`src/design/tgct_sqrt.sv`:
```
// Iterative integer square root, one result bit per cycle.
module tgct_sqrt (
    input  logic        i_clk,
    input  logic        i_rst_n,
    input  logic        i_start,
    input  logic [33:0] i_val,
    output logic        o_busy,
    output logic [16:0] o_root
);
    logic [33:0] r_rem;
    logic [35:0] r_root;
    logic [35:0] r_bit;
    logic        r_busy;
    logic [35:0] w_sum;
    logic [35:0] w_rem;

    always_comb begin
        w_rem = 36'(r_rem);
        w_sum = r_root + r_bit;
    end

    always_ff @(posedge i_clk) begin
        if (!i_rst_n) begin
            r_busy <= 1'b0;
        end else if (i_start) begin
            r_busy <= 1'b1;
            r_rem  <= i_val;
            r_root <= '0;
            r_bit  <= 36'h4_0000_0000 >> 2;
        end else if (r_busy) begin
            if (w_rem >= w_sum) begin
                r_rem  <= 34'(w_rem - w_sum);
                r_root <= (r_root >> 1) + r_bit;
            end else begin
                r_root <= r_root >> 1;
            end
            r_bit <= r_bit >> 2;
            if (r_bit == 36'd1) begin
                r_busy <= 1'b0;
            end
        end
    end

    assign o_busy = r_busy;
    assign o_root = r_root[16:0];
endmodule

```
`config.mk`:
```
export PLATFORM = sky130hd
export DESIGN_NAME = tgct_sqrt
export DESIGN_NICKNAME = d
export VERILOG_FILES = /design/src/design/tgct_sqrt.sv
export SDC_FILE = /design/constraint.sdc
export NUM_CORES = 1
export LEC_CHECK = 0
export ABC_AREA = 1
export BUFFER_PORTS_ARGS = -buffer_cell sky130_fd_sc_hd__buf_2
export CAP_MARGIN = 20
export CORE_UTILIZATION = 60
export DETAILED_ROUTE_END_ITERATION = 8
export PLACE_DENSITY = 0.91
export SYNTH_ARGS = -nofsm -noshare
export SYNTH_HDL_FRONTEND = slang
export SYNTH_SLANG_ARGS = --single-unit
```
`constraint.sdc`:
```
create_clock -name i_clk -period 6.8 [get_ports i_clk]
set_input_delay 0 -clock i_clk [delete_from_list [all_inputs] [get_ports i_clk]]
set_output_delay 0 -clock i_clk [all_outputs]
set_load 0.03 [all_outputs]
```
==> flow_summary.toml, run 1 <==
[logic_synthesis]
yosysTopAreaCell = "edfxtp_1"
synth_cell_type_count = 51
seq_area_frac_synth_pct = 28.1
yosys_register_bits = 88
ys_warn_count = 0
synth_cells = 1377
synth_common_cells = "nand2_1 (401), inv_1 (171), nor2_1 (134)"
ys.flop_type = "edfxtp_1"
syn_area_um2 = 9360
synthTopCellsByArea = "edfxtp_1 (28%), nand2_1 (16%), ha_1 (9.4%), inv_1 (6.9%), nor2_1 (5.4%)"
yosysMostFrequentCell = "nand2_1"
syn_avg_cell_area_um2 = 6.80
async_flop_share_pct = 0
yosysTopAreaCellShare_pct = 27.9
synth-edff-count = 87
synth_nets = 1485

[worst_setup_path]
path_cells = "ha_1, nand3_1, nand2_1, a21oi_1, o21ai_0, a21oi_1, xor2_1, ha_1, nand2_1, nor2_1, nand2_1, nor4_1, a21oi_1, nand2_1, nand2_1, nand2_4, nand2_8, a21oi_4, buf_4"
worst-path-max-fanout = 37
criticalPathCategory = "flip-flop to flip-flop"
cp_slowest_cell = "nor4_1"
cp_common_cell = "nand2_1"
crit_path_max_incr_delay_ns = 0.53
endpoint_kind = "flip-flop"
critPathBufInv = 1
crit_arrival_ns = 5.53
critical-path-top-delay-family = "simple AND/OR/NAND/NOR gates"
cp.required_ns = 6.80
start_kind = "flip-flop"

[grt]
overflow = 0
antenna_found_initial = 0
grt_pass1_vias = 9009
grt_pass1_wl_um = 44500
grt_max_degree = 55
track_usage_pct = 35.3

[floorplan]
fp.dieH_um = 127
initial_utilization_pct = 61.6
core_um2 = 15200
fp-row-count = 45
die_w_um = 127
dieArea_um2 = 16100
ioPinCount = 55

[pwr]
cellPowerDensity_nw_per_um2 = 219
pwr-share-clk_pct = 25.4
seqPwrFrac_pct = 32.0
power.switching_uw = 930
pwr-share-comb_pct = 42.6
p_int_uw = 1330
p_leak_uw = 0.00474
swShare_pct = 41.2
irDropWorstVdd_v = 0.000122

[sta]
report.final.slew_viol_count = 0
whs_ns = 0.188
period_minus_slack_ns = 5.53
fmax_mhz = 181
hold_violations = 0
grt_setup_unrepaired = "false"
relSlewSlack_pct = 47.9
setup_viol = 0
worstMarginPinSlew_ns = 0.775
fin_crit_sh_pct = 81.3
finalClockSkew_ns = 0.0163
tns_ns = 0

[clocking]
clockBufferDepth = 2
htreeDepth = 3
cts.hold.buffers_added = 34
cts-buffers-inserted = 9
clk_latency_ns = 0.37
root_buffer = "clkbuf_16"
cts_resized = 0
post_cts_buffers = 0
clock-sinks = 88
path_clk_slew_ns = 0.07
cts_tree = "done"

[place]
hpwl_um = 21300
port_buffers = 54
globalplace.congestion = 0.981

[detailed_routing]
wl_um = 27500
postRouteAntennaNets = 0
first_pass_iters = 6
drt_iter0_markers = 855
vias = 9364
vias_per_cell = 5.74
drc = 0
post_drt_wl_per_cell_um = 16.9

[layout]
antenna-diode-count = 0
nets = 1547
final_layout_size_suffix_gt1_share_pct = 8.59
area.growth.synth_to_final_pct = 10.3
finalCoreUtilization_pct = 67.9
fillerInstances = 1289

[run]
maxCapViolCount = 0

[run_status]
status = "finished, final reports clean"

[hold_path]
hold_path_class = "input pin to flip-flop"
==> cells in the final DEF (no fill, tap or decap), types with 54 or more instances in the layout <==
cell | netlist | routed
a21oi_1 | 96 | 96
edfxtp_1 | 87 | 87
ha_1 | 70 | 70
nor2_1 | 134 | 134
inv_1 | 171 | 170
o21ai_0 | 74 | 74
nand2_1 | 401 | 401
buf_2 | 3 | 54
nand3_1 | 99 | 99
==> cells by family (layout without fill, tap and decap cells) <==
family	count (synthesis)	in the layout	synth area share (%)
and+or+nand+nor	713	713	32.9
AOI/OAI and AO/OA	224	224	13.4
buffers and inverters	214	281	9.76
DFF	88	88	28.1
adders and majority gates	71	71	9.57
xor gates and xnor gates	67	67	6.27
==> area by class of cell <==
class | count | area, um^2 | share of cell area [%]
Timing Repair Buffer | 92 | 653 | 6.33
Multi-Input combinational cell | 1075 | 5820 | 56.4
Inverter | 173 | 649 | 6.29
Clock buffer | 9 | 225 | 2.18
Tap cell | 188 | 235 | 2.28
Clock inverter | 7 | 108 | 1.04
Sequential cell | 88 | 2630 | 25.5
==> layer usage <==
metal	up-vias	GRT usage, %	routed length (um)
met5	-	0	0
met4	0	13.0	872
met3	61	4.09	1850
met2	400	61.6	13200
met1	4231	45.0	11600
li1	4672	-	-
==> registers in the layout, summed over array words and instances, names as in the netlist <==
| register | flops |
|---|---|
| r_bit | 17 |
| r_rem | 34 |
| r_root | 36 |
| o_busy | 1 |
==> path summary, 6_finish.rpt <==
check | from | endpoint | slack [ns] | depth (start not counted)
worst max-delay path | r_root[2]$_SDFFCE_PP0P_ | r_rem[25]$_DFFE_PP_ | 1.27 | 19
worst min-delay path | i_start | r_bit[30]$_SDFFCE_PP0P_ | 0.19 | 2
worst max register to register | r_root[2]$_SDFFCE_PP0P_ | r_rem[25]$_DFFE_PP_ | 1.27 | 19
worst min register to register | r_bit[2]$_SDFFCE_PP0P_ | r_bit[0]$_SDFFCE_PP0P_ | 0.66 | 2
==> worst register-to-register path: cells and delay by family, from the launching register on <==
family / cells / cell delay [ns]
AO/OA/AOI/OAI: 5 / 1.04
XOR/XNOR: 1 / 0.19
adder cells (fa/ha/maj): 2 / 0.82
buffers and inverters: 1 / 0.44
flip-flops: 1 / 0.49
AND/OR/NAND/NOR: 10 / 2.15
==> power by group through the flow <==
stage / registers [uW] / logic [uW] / clock network (uW)
floorplan: 708 / 727 / 0
global placement: 730 / 902 / 0
detailed placement: 732 / 918 / 0
CTS: 720 / 938 / 574
global route: 727 / 1080 / 597
finish: 721 / 961 / 574
==> stage by stage <==
stage          instance area (um^2)  std cells  setup slack [ns]  total power, uW
6_report                      10300       1632              1.27             2260
3_5_place_dp                   9630       1581              1.39             1650
3_3_place_gp                   9630       1581              1.46             1630
5_1_grt                       10300       1632             0.971             2400
4_1_cts                       10300       1631              1.36             2230
2_1_floorplan                  9360       1377              2.02             1430
(Power assumes the default switching activity.)
==> inputs of run 2 (changes only) <==
--- a/config.mk
+++ b/config.mk
@@ -8,9 +8,9 @@
 export ABC_AREA = 1
 export BUFFER_PORTS_ARGS = -buffer_cell sky130_fd_sc_hd__buf_2
 export CAP_MARGIN = 20
-export CORE_UTILIZATION = 60
+export CORE_UTILIZATION = 57
 export DETAILED_ROUTE_END_ITERATION = 8
-export PLACE_DENSITY = 0.91
+export PLACE_DENSITY = 0.9
 export SYNTH_ARGS = -nofsm -noshare
 export SYNTH_HDL_FRONTEND = slang
 export SYNTH_SLANG_ARGS = --single-unit
==> constraint.sdc (replaced) <==
create_clock -name i_clk -period 4.9 [get_ports i_clk]
set_input_delay 0 -clock i_clk [delete_from_list [all_inputs] [get_ports i_clk]]
set_output_delay 0 -clock i_clk [all_outputs]
set_load 0.03 [all_outputs]
==> flow_summary.toml, run 2 (same netlist as run 1, synthesis figures left out) <==
[run_status]
status = "finished, final reports clean"

[worst_setup_path]
criticalPathCategory = "flip-flop to flip-flop"
crit_arrival_ns = 4.66
endpoint_kind = "flip-flop"
cp-startpoint = "r_root[2]$_SDFFCE_PP0P_"
start_kind = "flip-flop"
worst-path-max-fanout = 37
r2r-start = "r_root[2]$_SDFFCE_PP0P_"
cp.required_ns = 4.95

[sta]
grt_setup_unrepaired = "false"
hold_violations = 0
timing.final.ws_setup_ns = 0.291
finalClockSkew_ns = 0.0104
fmax_mhz = 217
report.final.slew_viol_count = 0
period_minus_slack_ns = 4.61
setup_viol = 0
tns_ns = 0
worstMarginPinSlew_ns = 0.845
relSlewSlack_pct = 43.7
fin_crit_sh_pct = 94.1

[place]
port_buffers = 54
dp.cells = 1615
hpwl_um = 21200
dpl_cell_area_um2 = 9720
globalplace.congestion = 0.976
place_ws_ns = -0.0537

[clocking]
post_cts_buffers = 0
cts-buffers-inserted = 9
clk_latency_ns = 0.36
clockBufferDepth = 2
clock-sinks = 88
root_buffer = "clkbuf_16"
cts_tree = "done"
path_clk_slew_ns = 0.07
htreeDepth = 3

[detailed_routing]
drt_iter0_markers = 994
postRouteAntennaNets = 0
drc = 0
post_drt_wl_per_cell_um = 16.5
wl_um = 27400
vias_per_cell = 5.72
vias = 9522
first_pass_iters = 8

[pwr]
cellPowerDensity_nw_per_um2 = 297
irDropWorstVdd_v = 0.000186
p_leak_uw = 0.00477
p_total_uw = 3090

[floorplan]
die_w_um = 130
fp.dieH_um = 130
fp-row-count = 46
initial_utilization_pct = 58.7
ioPinCount = 55
core_um2 = 15900
dieArea_um2 = 16900

[layout]
nets = 1553
mostFrequentLayoutCells = "nand2_1 (401), inv_1 (170), nor2_1 (133)"
stdcell_area_um2 = 10400
layout_commonest_cell = "nand2_1"
stdcell_count = 1666
largest_registers = "r_root: 36 flops, r_rem: 34 flops, r_bit: 17 flops"
area.growth.synth_to_final_pct = 11.2
largest_register_ffs = 36
fillerInstances = 1424
antenna-diode-count = 0
top_register = "r_root"
final_layout_size_suffix_gt1_share_pct = 9.17

[grt]
grt_pass1_vias = 8921
grt_max_degree = 80
grt_pass1_wl_um = 43400
overflow = 0
track_usage_pct = 33.3
antenna_found_initial = 0

[hold_path]
hp-start = "i_val[32]"
hold_path_class = "input pin to flip-flop"

[run]
maxCapViolCount = 0
-- run 2: cell count changes in the layout (fill, tap and decap cells not counted), moves of 2 or more --
cell,before,now
buf_4,3,8
inv_6,2,4
inv_8,2,0
o21ai_0,74,72
-- run 2: layout make-up --
class                           instances  area (um^2)  area share, %
Tap cell                              216          270           2.60
Inverter                              173          649           6.24
Multi-Input combinational cell       1075         5830           56.1
Sequential cell                        88         2630           25.3
Timing Repair Buffer                   98          711           6.83
Clock inverter                          6         70.1          0.673
Clock buffer                           10          239           2.30
-- run 2: power breakdown --
group	switching, uW	internal (uW)	leakage (uW)
Clock	328	416	0.000154
Sequential	76.3	921	0.000846
Combinational	877	471	0.00377
Total	1280	1810	0.00477
-- run 2: final timing paths --
check | cells past startpoint | to | slack, ns
max | 19 | r_rem[32]$_DFFE_PP_ | 0.29
min | 3 | r_rem[32]$_DFFE_PP_ | 0.01
max reg2reg | 19 | r_rem[32]$_DFFE_PP_ | 0.29
min reg2reg | 2 | r_bit[0]$_SDFFCE_PP0P_ | 0.64
-- run 2: layer usage --
layer | vias up | GRT usage (%) | share of wire [%]
li1 | 4692 | - | -
met1 | 4307 | 42.3 | 42
met2 | 448 | 57.6 | 48
met3 | 75 | 3.81 | 7.3
met4 | 0 | 12.9 | 3.2
met5 | - | 0 | 0
-- run 2: through the flow --
stage | hold WS, ns | utilization, %
after global placement | 0.272 | 61.0
after detailed placement | 0.277 | 61.0
after global routing | 0.0709 | 65.3
after CTS | 0.0195 | 65.1
after floorplan | 0.0989 | -
final | 0.0138 | 65.3
-- run 2: worst max-delay path, cell delays in order (launching register included) --
cell and delay, ns:
edfxtp_1 0.49, ha_1 0.41, nand3_1 0.12, nand2_1 0.20
a21oi_1 0.14, o21ai_1 0.30, a21oi_1 0.13, xor2_1 0.18
ha_1 0.41, nand2_1 0.17, nor2_2 0.25, nand2_1 0.10
nor4_2 0.30, a21oi_1 0.13, nand2_1 0.09, nand2_1 0.08
nand2_4 0.10, nand2_8 0.19, a21oi_4 0.23, buf_12 0.23
-- run 2: what timing repair did --
| action | in CTS | in global routing |
|---|---|---|
| resized for setup | 1 | 4 |
| setup endpoints to repair | 46 | 53 |
| endpoints found under the hold margin | 34 | 0 |
| hold buffers | 34 | 0 |
==> inputs of run 3 (changes only) <==
==> constraint.sdc (replaced) <==
create_clock -name i_clk -period 4.1 [get_ports i_clk]
set_input_delay 0 -clock i_clk [delete_from_list [all_inputs] [get_ports i_clk]]
set_output_delay 0 -clock i_clk [all_outputs]
set_load 0.03 [all_outputs]
==> flow_summary.toml, run 3 (same netlist as run 1, synthesis figures left out) <==
[grt]
grt_pass1_wl_um = 46100
overflow = 0
grt_pass1_vias = 9481
track_usage_pct = 35.7
grt_max_degree = 80
antenna_found_initial = 0

[run_status]
status = "complete, but fails checks"
violations = "setup timing"

[clocking]
clk_latency_ns = 0.37
path_clk_slew_ns = 0.08
clockBufferDepth = 2
clock-sinks = 88
cts_tree = "done"
cts-buffers-inserted = 9
root_buffer = "clkbuf_16"
htreeDepth = 3

[pwr]
seqPwrFrac_pct = 29.2
p_int_uw = 2380
pwr-share-clk_pct = 23.4
power.switching_uw = 1680
irDropWorstVdd_v = 0.000260
cellPowerDensity_nw_per_um2 = 356
p_leak_uw = 0.00519
swShare_pct = 41.3
pwr-share-comb_pct = 47.4

[sta]
timing.final.ws_setup_ns = -0.0580
finalClockSkew_ns = 0.0145
fmax_mhz = 241
period_minus_slack_ns = 4.16
relSlewSlack_pct = 30.8
worstMarginPinSlew_ns = 1.03
report.final.slew_viol_count = 0
hold_violations = 0
setup_viol = 33
fin_crit_sh_pct = 101

[floorplan]
dieArea_um2 = 16900
fp-row-count = 46
core_um2 = 15900
die_w_um = 130
fp.dieH_um = 130
ioPinCount = 55
initial_utilization_pct = 58.7

[layout]
antenna-diode-count = 0
layout_commonest_cell = "nand2_1"
nets = 1626
top_register = "r_root"
multi_input_comb_area_um2 = 6200
final_layout_size_suffix_gt1_share_pct = 17.8
area.growth.synth_to_final_pct = 22.0
fillerInstances = 1250
largest_register_ffs = 36
stdcell_count = 1739
largest_registers = "r_root: 36 flops, r_rem: 34 flops, r_bit: 17 flops"
seqCellArea_um2 = 2630
mostFrequentLayoutCells = "nand2_1 (375), inv_1 (170), nor2_1 (123)"

[worst_setup_path]
endpoint_kind = "flip-flop"
cp_slowest_cell = "edfxtp_1"
start_kind = "flip-flop"
critical-path-top-delay-family = "simple AND/OR/NAND/NOR gates"
path_cells = "ha_4, nand2_1, nor2_1, nand2_1, nor2_1, nand2_1, nand3_1, a21oi_1, xor2_1, ha_1, nand2_1, nor2_2, nand2_2, nor2_2, nand2_1, nand2_2, nand2_1, nand2_1, nand2_2, nand2_4, nand2_8, a21oi_4, clkbuf_16"
critPathBufInv = 1
crit_path_max_incr_delay_ns = 0.49
criticalPathCategory = "flip-flop to flip-flop"
cp_common_cell = "nand2_1"
cp.required_ns = 4.18
crit_arrival_ns = 4.24
worst-path-max-fanout = 5
regToRegSetupSlack_ns = -0.06

[hold_path]
hold_path_class = "input pin to flip-flop"

[place]
globalplace.congestion = 0.983
port_buffers = 54
place_ws_ns = -0.0926
dp.cells = 1656
hpwl_um = 22000

[detailed_routing]
drc = 0
vias = 10400
postRouteAntennaNets = 0
vias_per_cell = 5.96
first_pass_iters = 6
wl_um = 32200
post_drt_wl_per_cell_um = 18.5
drt_iter0_markers = 1258

[run]
maxCapViolCount = 0
[run 3: cell count changes in the layout (fill, tap and decap cells not counted), sizes merged]
cell | previous run | this run
clkinvlp | 0 | 1
bufbuf | 0 | 1
inv | 176 | 175
bufinv | 1 | 2
buf | 64 | 135
[run 3: power by group through the flow]
| stage | clock network [uW] | logic, uW | registers [uW] |
|---|---|---|---|
| 2_1_floorplan | 0 | 1220 | 1180 |
| 3_3_place_gp | 0 | 1620 | 1190 |
| 3_5_place_dp | 0 | 1650 | 1190 |
| 4_1_cts | 942 | 1720 | 1170 |
| 5_1_grt | 981 | 2090 | 1190 |
| 6_report | 952 | 1920 | 1180 |
[run 3: worst paths after layout]
kind | start | endpoint | cells after the start
worst max-delay path | r_bit[18]$_SDFFCE_PP0P_ | r_rem[27]$_DFFE_PP_ | 23
worst min-delay path | i_start | r_root[2]$_SDFFCE_PP0P_ | 4
worst max register to register | r_bit[18]$_SDFFCE_PP0P_ | r_rem[27]$_DFFE_PP_ | 23
worst min register to register | r_bit[30]$_SDFFCE_PP0P_ | r_bit[28]$_SDFFCE_PP0P_ | 2
[run 3: repair_timing]
item                                   4_1_cts  5_1_grt
gates cloned                                 2        2
hold buffers                                34        0
setup endpoints to repair                   61       74
pin swaps                                    1       28
resized for setup                            9       61
buffers inserted                             1       27
endpoints found under the hold margin       34        0
[run 3: stage by stage]
| step | utilization [%] | TNS [ns] | hold slack [ns] | total power, uW | instance area (um^2) |
|---|---|---|---|---|---|
| global placement | 63.4 | -0.420 | 0.272 | 2810 | 10100 |
| CTS | 68.3 | 0 | 0.393 | 3830 | 10900 |
| detailed placement | 63.4 | -0.656 | 0.275 | 2840 | 10100 |
| floorplan | - | -4.28 | 0.0989 | 2390 | 9420 |
| finish | 71.6 | -1.40 | 0.414 | 4060 | 11400 |
| global route | 71.6 | -11.57 | 0.425 | 4250 | 11400 |
[run 3: cell type report]
cell class,count,area share [%]
multi-input cells,1075,54.3
flip-flops and latches,88,23.1
repair buffers,171,11.7
inverters,173,5.69
well taps,216,2.37
clock buffers,9,1.97
clock inverters,7,0.888
[run 3: per-layer routing]
layer / GRT usage (%) / vias to the layer above / share of wire, %
met2: 61.8 / 660 / 48
li1: - / 4822 / -
met1: 41.8 / 4743 / 38
met4: 20.3 / 0 / 5.9
met5: 0 / - / 0
met3: 6.15 / 137 / 8.7
[run 3: tightest hold or removal path: stages]
cell and delay [ns]:
buf_2 0.16, clkinv_1 0.35, nand3_2 0.10, o21ai_1 0.07
